File: config.mk
export PLATFORM = sky130hd
export DESIGN_NAME = euclidean_distance_padded
export DESIGN_NICKNAME = d
export VERILOG_FILES = /design/src/rtl/edp_pkg.sv /design/src/rtl/edp_front.sv /design/src/rtl/edp_fifo.sv /design/src/rtl/edp_back.sv /design/src/rtl/euclidean_distance_padded.sv
export SDC_FILE = /design/constraint.sdc
export NUM_CORES = 1
export LEC_CHECK = 0
export BUFFER_PORTS_ARGS = -buffer_cell sky130_fd_sc_hd__clkbuf_2
export CORE_ASPECT_RATIO = 1.25
export CORE_MARGIN = 3
export CORE_UTILIZATION = 69
export DETAILED_ROUTE_END_ITERATION = 16
export PLACE_DENSITY = 0.87
export SLEW_MARGIN = 20
export SYNTH_ARGS = -nofsm -noshare
export SYNTH_HDL_FRONTEND = slang
export SYNTH_SLANG_ARGS = --single-unit
File: constraint.sdc
create_clock -name clk_i -period 11 [get_ports clk_i]
set_input_delay 0.55 -clock clk_i [delete_from_list [all_inputs] [get_ports clk_i]]
set_output_delay 0.55 -clock clk_i [all_outputs]
set_load 0.02 [all_outputs]
File: src/rtl/edp_pkg.sv
// Shared types and constants for the padded Euclidean distance block.
package edp_pkg;

  localparam int unsigned ElemW  = 16;
  localparam int unsigned SqW    = 33;
  localparam int unsigned AccW   = 38;
  localparam int unsigned DistW  = 19;
  localparam int unsigned RootW  = 40;
  localparam int unsigned QDepth = 2;
  localparam int unsigned QPtrW  = (QDepth > 1) ? $clog2(QDepth) : 1;
  localparam int unsigned QCntW  = $clog2(QDepth + 1);

  localparam logic [AccW-1:0] AccMax = {AccW{1'b1}};

  // one finished vector handed from front to back
  typedef struct packed {
    logic [AccW-1:0] sum;
    logic            ovf;
  } vec_sum_t;

  // queue status seen by both sides
  typedef struct packed {
    logic full;
    logic empty;
  } q_stat_t;

  typedef enum logic [1:0] {
    BK_IDLE,
    BK_RUN,
    BK_DONE
  } bk_state_e;

endpackage

File: src/rtl/edp_front.sv
// Front end: takes component pairs, squares differences, accumulates per vector.
module edp_front #(
  parameter int unsigned MAX_DIM = 64
) (
  input  logic                          clk_i,
  input  logic                          rst_ni,
  input  logic                          in_valid_i,
  output logic                          in_stall_o,
  input  logic signed [edp_pkg::ElemW-1:0] a_elem_i,
  input  logic signed [edp_pkg::ElemW-1:0] b_elem_i,
  input  logic                          a_present_i,
  input  logic                          b_present_i,
  input  logic                          last_i,
  input  edp_pkg::q_stat_t              q_stat_i,
  output logic                          push_o,
  output edp_pkg::vec_sum_t             push_data_o
);

  localparam int unsigned CntW = $clog2(MAX_DIM + 1);

  logic                            in_acc;
  logic signed [edp_pkg::ElemW:0]  a_ext, b_ext, diff;
  logic [edp_pkg::ElemW:0]         abs_diff;
  logic [2*edp_pkg::ElemW+1:0]     sq_full;

  logic                            sa_vld_q, sa_vld_d;
  logic                            sa_last_q;
  logic [edp_pkg::SqW-1:0]         sa_sq_q;
  logic                            b_take;

  logic [edp_pkg::AccW-1:0]        acc_q, acc_d, acc_n;
  logic [CntW-1:0]                 cnt_q, cnt_d, cnt_n;
  logic                            ovf_q, ovf_d, ovf_n;
  logic [edp_pkg::AccW:0]          sum_wide;

  assign in_acc = in_valid_i && !in_stall_o;

  // absent component reads as zero
  assign a_ext    = a_present_i ? {a_elem_i[edp_pkg::ElemW-1], a_elem_i} : '0;
  assign b_ext    = b_present_i ? {b_elem_i[edp_pkg::ElemW-1], b_elem_i} : '0;
  assign diff     = a_ext - b_ext;
  assign abs_diff = diff[edp_pkg::ElemW] ? 17'(-diff) : 17'(diff);
  assign sq_full  = abs_diff * abs_diff;

  // stage B drains unless a vector end has nowhere to go
  assign b_take     = sa_vld_q && !(sa_last_q && q_stat_i.full);
  assign in_stall_o = sa_vld_q && !b_take;

  always_comb begin
    if (in_acc) begin
      sa_vld_d = 1'b1;
    end else if (b_take) begin
      sa_vld_d = 1'b0;
    end else begin
      sa_vld_d = sa_vld_q;
    end
  end

  always_ff @(posedge clk_i or negedge rst_ni) begin
    if (!rst_ni) begin
      sa_vld_q <= 1'b0;
    end else begin
      sa_vld_q <= sa_vld_d;
    end
  end

  always_ff @(posedge clk_i) begin
    if (in_acc) begin
      sa_sq_q   <= sq_full[edp_pkg::SqW-1:0];
      sa_last_q <= last_i;
    end
  end

  // saturating accumulate, count past MAX_DIM pins the sum
  assign sum_wide = {1'b0, acc_q} + (edp_pkg::AccW + 1)'(sa_sq_q);

  always_comb begin
    acc_n = acc_q;
    cnt_n = cnt_q;
    ovf_n = ovf_q;
    if (cnt_q >= CntW'(MAX_DIM)) begin
      ovf_n = 1'b1;
      acc_n = edp_pkg::AccMax;
    end else begin
      cnt_n = cnt_q + CntW'(1);
      if (!ovf_q) begin
        acc_n = sum_wide[edp_pkg::AccW] ? edp_pkg::AccMax : sum_wide[edp_pkg::AccW-1:0];
      end
    end
  end

  always_comb begin
    acc_d = acc_q;
    cnt_d = cnt_q;
    ovf_d = ovf_q;
    if (b_take) begin
      if (sa_last_q) begin
        acc_d = '0;
        cnt_d = '0;
        ovf_d = 1'b0;
      end else begin
        acc_d = acc_n;
        cnt_d = cnt_n;
        ovf_d = ovf_n;
      end
    end
  end

  always_ff @(posedge clk_i or negedge rst_ni) begin
    if (!rst_ni) begin
      acc_q <= '0;
      cnt_q <= '0;
      ovf_q <= 1'b0;
    end else begin
      acc_q <= acc_d;
      cnt_q <= cnt_d;
      ovf_q <= ovf_d;
    end
  end

  assign push_o          = b_take && sa_last_q;
  assign push_data_o.sum = acc_n;
  assign push_data_o.ovf = ovf_n;

endmodule

File: src/rtl/edp_fifo.sv
// Short queue of finished vector sums between front and back.
module edp_fifo (
  input  logic              clk_i,
  input  logic              rst_ni,
  input  logic              push_i,
  input  edp_pkg::vec_sum_t push_data_i,
  input  logic              pop_i,
  output edp_pkg::vec_sum_t pop_data_o,
  output edp_pkg::q_stat_t  stat_o
);

  edp_pkg::vec_sum_t              mem_q [edp_pkg::QDepth];
  logic [edp_pkg::QPtrW-1:0]      wr_ptr_q, wr_ptr_d;
  logic [edp_pkg::QPtrW-1:0]      rd_ptr_q, rd_ptr_d;
  logic [edp_pkg::QCntW-1:0]      cnt_q, cnt_d;
  logic                           do_push, do_pop;

  assign stat_o.full  = (cnt_q == edp_pkg::QCntW'(edp_pkg::QDepth));
  assign stat_o.empty = (cnt_q == '0);
  assign do_push      = push_i && !stat_o.full;
  assign do_pop       = pop_i && !stat_o.empty;
  assign pop_data_o   = mem_q[rd_ptr_q];

  always_comb begin
    wr_ptr_d = wr_ptr_q;
    rd_ptr_d = rd_ptr_q;
    cnt_d    = cnt_q;
    if (do_push) begin
      wr_ptr_d = (wr_ptr_q == edp_pkg::QPtrW'(edp_pkg::QDepth - 1)) ? '0
                 : wr_ptr_q + edp_pkg::QPtrW'(1);
    end
    if (do_pop) begin
      rd_ptr_d = (rd_ptr_q == edp_pkg::QPtrW'(edp_pkg::QDepth - 1)) ? '0
                 : rd_ptr_q + edp_pkg::QPtrW'(1);
    end
    if (do_push && !do_pop) begin
      cnt_d = cnt_q + edp_pkg::QCntW'(1);
    end else if (do_pop && !do_push) begin
      cnt_d = cnt_q - edp_pkg::QCntW'(1);
    end
  end

  always_ff @(posedge clk_i or negedge rst_ni) begin
    if (!rst_ni) begin
      wr_ptr_q <= '0;
      rd_ptr_q <= '0;
      cnt_q    <= '0;
    end else begin
      wr_ptr_q <= wr_ptr_d;
      rd_ptr_q <= rd_ptr_d;
      cnt_q    <= cnt_d;
    end
  end

  always_ff @(posedge clk_i) begin
    if (do_push) begin
      mem_q[wr_ptr_q] <= push_data_i;
    end
  end

endmodule

File: src/rtl/edp_back.sv
// Back end: bit-pair integer square root per vector and the output register.
module edp_back (
  input  logic                        clk_i,
  input  logic                        rst_ni,
  input  edp_pkg::q_stat_t            q_stat_i,
  input  edp_pkg::vec_sum_t           pop_data_i,
  output logic                        pop_o,
  output logic                        out_valid_o,
  input  logic                        out_stall_i,
  output logic [edp_pkg::DistW-1:0]   distance_o,
  output logic [edp_pkg::AccW-1:0]    sum_of_squares_o,
  output logic                        overflow_o
);

  localparam logic [edp_pkg::RootW-1:0] BitInit =
    edp_pkg::RootW'(1) << (edp_pkg::AccW);

  edp_pkg::bk_state_e state_q, state_d;

  logic [edp_pkg::AccW-1:0]   rem_q, rem_d;
  logic [edp_pkg::RootW-1:0]  res_q, res_d;
  logic [edp_pkg::RootW-1:0]  bit_q, bit_d;
  logic [edp_pkg::AccW-1:0]   sum_q, sum_d;
  logic                       ovf_q, ovf_d;
  logic [edp_pkg::RootW-1:0]  trial, rem_ext;

  logic                       out_vld_q, out_vld_d;
  logic [edp_pkg::DistW-1:0]  dist_q, dist_d;
  logic [edp_pkg::AccW-1:0]   osum_q, osum_d;
  logic                       oovf_q, oovf_d;
  logic                       out_free;

  assign out_free = !out_vld_q || !out_stall_i;
  assign trial    = res_q + bit_q;
  assign rem_ext  = {{(edp_pkg::RootW - edp_pkg::AccW){1'b0}}, rem_q};

  always_ff @(posedge clk_i or negedge rst_ni) begin
    if (!rst_ni) begin
      state_q   <= edp_pkg::BK_IDLE;
      out_vld_q <= 1'b0;
    end else begin
      state_q   <= state_d;
      out_vld_q <= out_vld_d;
    end
  end

  always_ff @(posedge clk_i) begin
    rem_q  <= rem_d;
    res_q  <= res_d;
    bit_q  <= bit_d;
    sum_q  <= sum_d;
    ovf_q  <= ovf_d;
    dist_q <= dist_d;
    osum_q <= osum_d;
    oovf_q <= oovf_d;
  end

  always_comb begin
    state_d   = state_q;
    pop_o     = 1'b0;
    rem_d     = rem_q;
    res_d     = res_q;
    bit_d     = bit_q;
    sum_d     = sum_q;
    ovf_d     = ovf_q;
    dist_d    = dist_q;
    osum_d    = osum_q;
    oovf_d    = oovf_q;
    out_vld_d = (out_vld_q && !out_stall_i) ? 1'b0 : out_vld_q;

    unique case (state_q)
      edp_pkg::BK_IDLE: begin
        if (!q_stat_i.empty) begin
          pop_o   = 1'b1;
          sum_d   = pop_data_i.sum;
          ovf_d   = pop_data_i.ovf;
          rem_d   = pop_data_i.sum;
          res_d   = '0;
          bit_d   = BitInit;
          state_d = edp_pkg::BK_RUN;
        end
      end
      edp_pkg::BK_RUN: begin
        if (rem_ext >= trial) begin
          rem_d = edp_pkg::AccW'(rem_ext - trial);
          res_d = (res_q >> 1) + bit_q;
        end else begin
          res_d = res_q >> 1;
        end
        bit_d = bit_q >> 2;
        if (bit_q == edp_pkg::RootW'(1)) begin
          state_d = edp_pkg::BK_DONE;
        end
      end
      edp_pkg::BK_DONE: begin
        if (out_free) begin
          out_vld_d = 1'b1;
          dist_d    = res_q[edp_pkg::DistW-1:0];
          osum_d    = sum_q;
          oovf_d    = ovf_q;
          state_d   = edp_pkg::BK_IDLE;
        end
      end
      default: begin
        state_d = edp_pkg::BK_IDLE;
      end
    endcase
  end

  assign out_valid_o      = out_vld_q;
  assign distance_o       = dist_q;
  assign sum_of_squares_o = osum_q;
  assign overflow_o       = oovf_q;

endmodule

File: src/rtl/euclidean_distance_padded.sv
// Top level of the padded Euclidean distance block: front, queue and root back end.
//
//   channel  dir  handshake                fields
//   in       in   in_valid_i / in_stall_o   a_elem_i b_elem_i a_present_i b_present_i last_i
//   out      out  out_valid_o / out_stall_i distance_o sum_of_squares_o overflow_o
//
// The front takes one component request per cycle while in_stall_o is low: a subtract
// and 17x17 square, then a saturating 38-bit accumulate one stage later.
// Each vector end goes into a two-entry queue; the back end runs a 20-step
// bit-pair square root (one result bit per cycle). Back-to-back vectors
// that arrive faster than the root finishes them fill the queue and then
// stall the input.
// Reset (rst_ni, async, active low) clears the sum, element count, queue and
// output valid; a valid result in the output register holds while out_stall_i is high.
module euclidean_distance_padded #(
  parameter int unsigned MAX_DIM = 64
) (
  input  logic                             clk_i,
  input  logic                             rst_ni,
  // input requests
  input  logic                             in_valid_i,
  output logic                             in_stall_o,
  input  logic signed [edp_pkg::ElemW-1:0] a_elem_i,
  input  logic signed [edp_pkg::ElemW-1:0] b_elem_i,
  input  logic                             a_present_i,
  input  logic                             b_present_i,
  input  logic                             last_i,
  // result requests
  output logic                             out_valid_o,
  input  logic                             out_stall_i,
  output logic [edp_pkg::DistW-1:0]        distance_o,
  output logic [edp_pkg::AccW-1:0]         sum_of_squares_o,
  output logic                             overflow_o
);

  // front -> queue
  logic              push;
  edp_pkg::vec_sum_t push_data;
  // queue -> back
  logic              pop;
  edp_pkg::vec_sum_t pop_data;
  edp_pkg::q_stat_t  q_stat;

  edp_front #(
    .MAX_DIM (MAX_DIM)
  ) u_front (
    .clk_i       (clk_i),
    .rst_ni      (rst_ni),
    .in_valid_i  (in_valid_i),
    .in_stall_o  (in_stall_o),
    .a_elem_i    (a_elem_i),
    .b_elem_i    (b_elem_i),
    .a_present_i (a_present_i),
    .b_present_i (b_present_i),
    .last_i      (last_i),
    .q_stat_i    (q_stat),
    .push_o      (push),
    .push_data_o (push_data)
  );

  // decouples accumulation from the multi-cycle root
  edp_fifo u_fifo (
    .clk_i       (clk_i),
    .rst_ni      (rst_ni),
    .push_i      (push),
    .push_data_i (push_data),
    .pop_i       (pop),
    .pop_data_o  (pop_data),
    .stat_o      (q_stat)
  );

  edp_back u_back (
    .clk_i            (clk_i),
    .rst_ni           (rst_ni),
    .q_stat_i         (q_stat),
    .pop_data_i       (pop_data),
    .pop_o            (pop),
    .out_valid_o      (out_valid_o),
    .out_stall_i      (out_stall_i),
    .distance_o       (distance_o),
    .sum_of_squares_o (sum_of_squares_o),
    .overflow_o       (overflow_o)
  );

endmodule

==> summary.md <==
| Metric | Value |
|---|---|
| DRT iter0 DRCs | roughly 2000 |
| Peak Freq | 102 MHz |
| First-pass GRT wire length | 116 mm |
| Routed wire length | 73.8 mm |
| GRT overflow | 0 |
| Post-CTS sizing | 0 |
| R2R cell count | 19 |
| H-tree depth | 2 |
| Setup TNS | 0 ns |
| Layout cells sized above 1 | 10.1% |
| Met3 wire len | 4.76 mm |
| Hold crit path type | in2async |
| CP endpoint kind | register |
| Cts bufs inserted | 36 |
| Clock skew | between 0.04 and 0.05 ns |
| DR vias | 22300 |
| Starting density of the core | ~70% |
| CP Data Arrival Time | 10.13 ns |
| GPL Wtd Cong | 0.956 |
| Fin crit period | 9.84 ns |
| Routed vias/inst | 6.45 |
| RSZ-0062 raised after global routing | false |
| Max clock buf depth | 3 |
| TritonRoute pass-1 iters | 8 |
| Worst EP required | around 11 ns |
| Max-slew violations | 0 |
| Yosys cell types | 92 |
| Final HPWL DP | 55.3 mm |
| Antenna-violating nets left | 0 |
| M1 WL | 25.2 mm |
| Largest net degree at the start of global routing | 61 |
| Post-Syn Area | 28700 um^2 |
| Crit share post-route | 89.4% |
| Hold Slack | 0.139 ns |
| Clock transition at path regs | 0.07 ns |
| Setup Buffers After CTS | 0 |
| Status | completed |
| Post-synth ARST share | 15.0% |
| CP Class | in2reg |
| Diode count | 0 |
| Row count | 82 |
| TritonCTS clock tree | done |
| Die Ht | between 200 and 250 um |
| Worst setup margin | between 1 and 1.5 ns |
| Post-place setup slack | 0.610 ns |
| Synth Instances | around 2800 |
| CP max stage delay | 0.63 ns |
| Flop-to-flop setup slack | 4.85 ns |
| Fin nets | 3348 |
| Setup-failing EPs final | 0 |
| Die width | 188 um |
| Number of max-cap violations | 0 |
| CTS root buf | clkbuf_16 |
| Slowest-stage cell, CP | nor4_1 |
| Vias in the first global route | 22700 |
| RR Startpoint | u_back.res_q[6] |
| Syn_area_per_cell | 10.3 um^2 |
| Synth warnings | 0 |
| Initial antenna violation count | 0 |
| Highest Signal Layer | met4 |
| Die area | between 40000 and 50000 um^2 |
| CP most frequent cell | fa_1 |
| Synth Area in Simple Gates | 11.9% |
| Adder-cell share of the synthesized area | 23.8% |
| EDFF count, synth | ~300 |
| Clock Sinks | 360 |
| Crit path max fanout | 21 |
| Total GRT Usage | 33.3% |
| Utilization after layout | 76.7% |
| # hold bufs at CTS | 0 |
| CP Launch Type | input port |
| Area grow syn2layout | 8.46% |
| R2R Path End | u_back.res_q[23] |
| Mux cell area share after synthesis | about 1.8% |
| Met2 wire length | 38.5 mm |
| Input/output buffers | 98 |
| Rel. slew slack | 25.6% |
| I/O Pins | around 100 |
| Clock Latency Late Sink | roughly 0.56 ns |
| Post-synthesis compound-gate area fraction | between 10 and 15% |
| Synth Area in XOR/XNOR | 5.89% |
| Seq cells post-synth | 360 |
| Dominant synthesized flop cell | edfxtp_1 |
| Slew @ Worst Pin | between 1 and 1.5 ns |
| Largest family of logic cells by synthesized area | adder cells |
| DRC viols | 0 |
| Final Hold Viols | 0 |
| Core Box Area | 40500 um^2 |
| Sequential-to-total area share from yosys stat | 36.8% |
| WL/cell | 21.4 um |
## cell usage after synthesis, drive strengths merged, types with 6 or more instances
library cell / count / area [um^2]
inv: 310 / 1160
edfxtp: 306 / 9190
nand2: 236 / 896
ha: 235 / 2940
nor2: 212 / 796
fa: 194 / 3880
a21oi: 161 / 810
o21ai: 123 / 616
xnor2: 105 / 927
xor2: 86 / 761
clkbuf: 59 / 221
a21o: 56 / 420
and2: 56 / 350
dfrtp: 54 / 1350
a31oi: 46 / 288
mux2: 41 / 462
a211oi: 38 / 290
nor3: 37 / 196
nand3: 35 / 175
o211ai: 31 / 233
o21a: 26 / 195
nand2b: 25 / 156
or3: 24 / 155
nand4: 22 / 138
nor2b: 22 / 138
and3: 21 / 131
buf: 21 / 97.6
o21bai: 21 / 169
a22o: 19 / 166
nor4: 14 / 93.8
o31ai: 14 / 110
a31o: 11 / 96.3
a21boi: 9 / 67.6
or2: 9 / 56.3
o41ai: 7 / 61.3
mux2i: 6 / 60.1
o2111ai: 6 / 52.6
o221a: 6 / 67.6
o22ai: 6 / 37.5
o31a: 6 / 52.6
## worst max path at each step
stage	from	endpoint	cells after the start
2_1_floorplan	b_present_i	u_front.sa_sq_q[32]	33
3_3_place_gp	b_present_i	u_front.sa_sq_q[32]	36
3_5_place_dp	b_present_i	u_front.sa_sq_q[32]	36
4_1_cts	b_present_i	u_front.sa_sq_q[32]	36
5_1_grt	b_present_i	u_front.sa_sq_q[32]	35
6_report	b_present_i	u_front.sa_sq_q[32]	36
## placed cells by master, fill, tap and decap left out, types with 20 or more instances in the layout
cell type / netlist / final
a211oi_1: 37 / 37
a21o_1: 56 / 56
a21oi_1: 160 / 158
a31oi_1: 46 / 45
and2_1: 55 / 55
and3_1: 21 / 21
buf_4: 0 / 33
clkbuf_16: 0 / 38
clkbuf_2: 0 / 98
dfrtp_1: 54 / 54
edfxtp_1: 306 / 306
fa_1: 194 / 194
ha_1: 235 / 235
inv_1: 292 / 292
mux2_2: 41 / 41
nand2_1: 232 / 232
nand2b_1: 25 / 25
nand3_1: 35 / 35
nand4_1: 22 / 22
nor2_1: 212 / 209
nor2b_1: 22 / 21
nor3_1: 36 / 36
o211ai_1: 31 / 31
o21a_1: 26 / 26
o21ai_0: 110 / 109
o21bai_1: 20 / 20
or3_1: 23 / 23
xnor2_1: 104 / 104
xor2_1: 85 / 85
## registers in the layout, summed over array words and instances (netlist names)
signal	cells
u_front.ovf_q	1
u_fifo.rd_ptr_q	1
u_back.sum_of_squares_o	38
u_back.out_valid_o	1
u_back.rem_q	38
u_back.state_q	2
u_back.overflow_o	1
u_fifo.cnt_q	2
u_back.distance_o	19
u_front.sa_last_q	1
u_fifo.wr_ptr_q	1
u_front.sa_vld_q	1
u_fifo.mem_q	78
u_back.sum_q	38
u_back.bit_q	20
u_front.cnt_q	7
u_front.sa_sq_q	32
u_back.ovf_q	1
u_front.acc_q	38
u_back.res_q	40
## metrics by stage
stage / cell area (um^2) / std cells
global route: 31100 / 3454
finish: 31100 / 3454
CTS: 31000 / 3453
detailed placement: 29900 / 3387
global placement: 29900 / 3387
floorplan: 28700 / 2790
## layer usage
metal / vias up / track usage [%]
met5: - / 0
met4: 0 / 21.0
met3: 327 / 3.26
met2: 1149 / 61.7
met1: 10800 / 37.0
li1: 9964 / -
## critical path, delay by kind of cell
family / cells / cell delay (ns)
compound gates: 12 / 2.89
xor+xnor: 4 / 0.55
fa+ha+maj: 9 / 4.02
buf+inv: 6 / 0.68
simple gates: 5 / 1.42
## cell type report
cell class	count	area [um^2]
well taps	546	683
clock buffers	52	1040
flip-flops and latches	360	10500
clock inverters	14	148
inverters	312	1170
fillers	2554	9450
repair buffers	132	766
multi-input cells	2038	16700
## kinds of logic (layout without fill, tap and decap cells)
logic type / after synthesis / count (layout)
adders and majority gates: 429 / 429
muxes: 47 / 47
DFF: 360 / 360
other: 2 / 12
buffers and inverters: 392 / 510
AOI/OAI and AO/OA: 632 / 632
xor gates and xnor gates: 191 / 191
and+or+nand+nor: 727 / 727
Power is not shown: default switching activity piles up to over one toggle a cycle in this logic, so the estimate is an artifact.
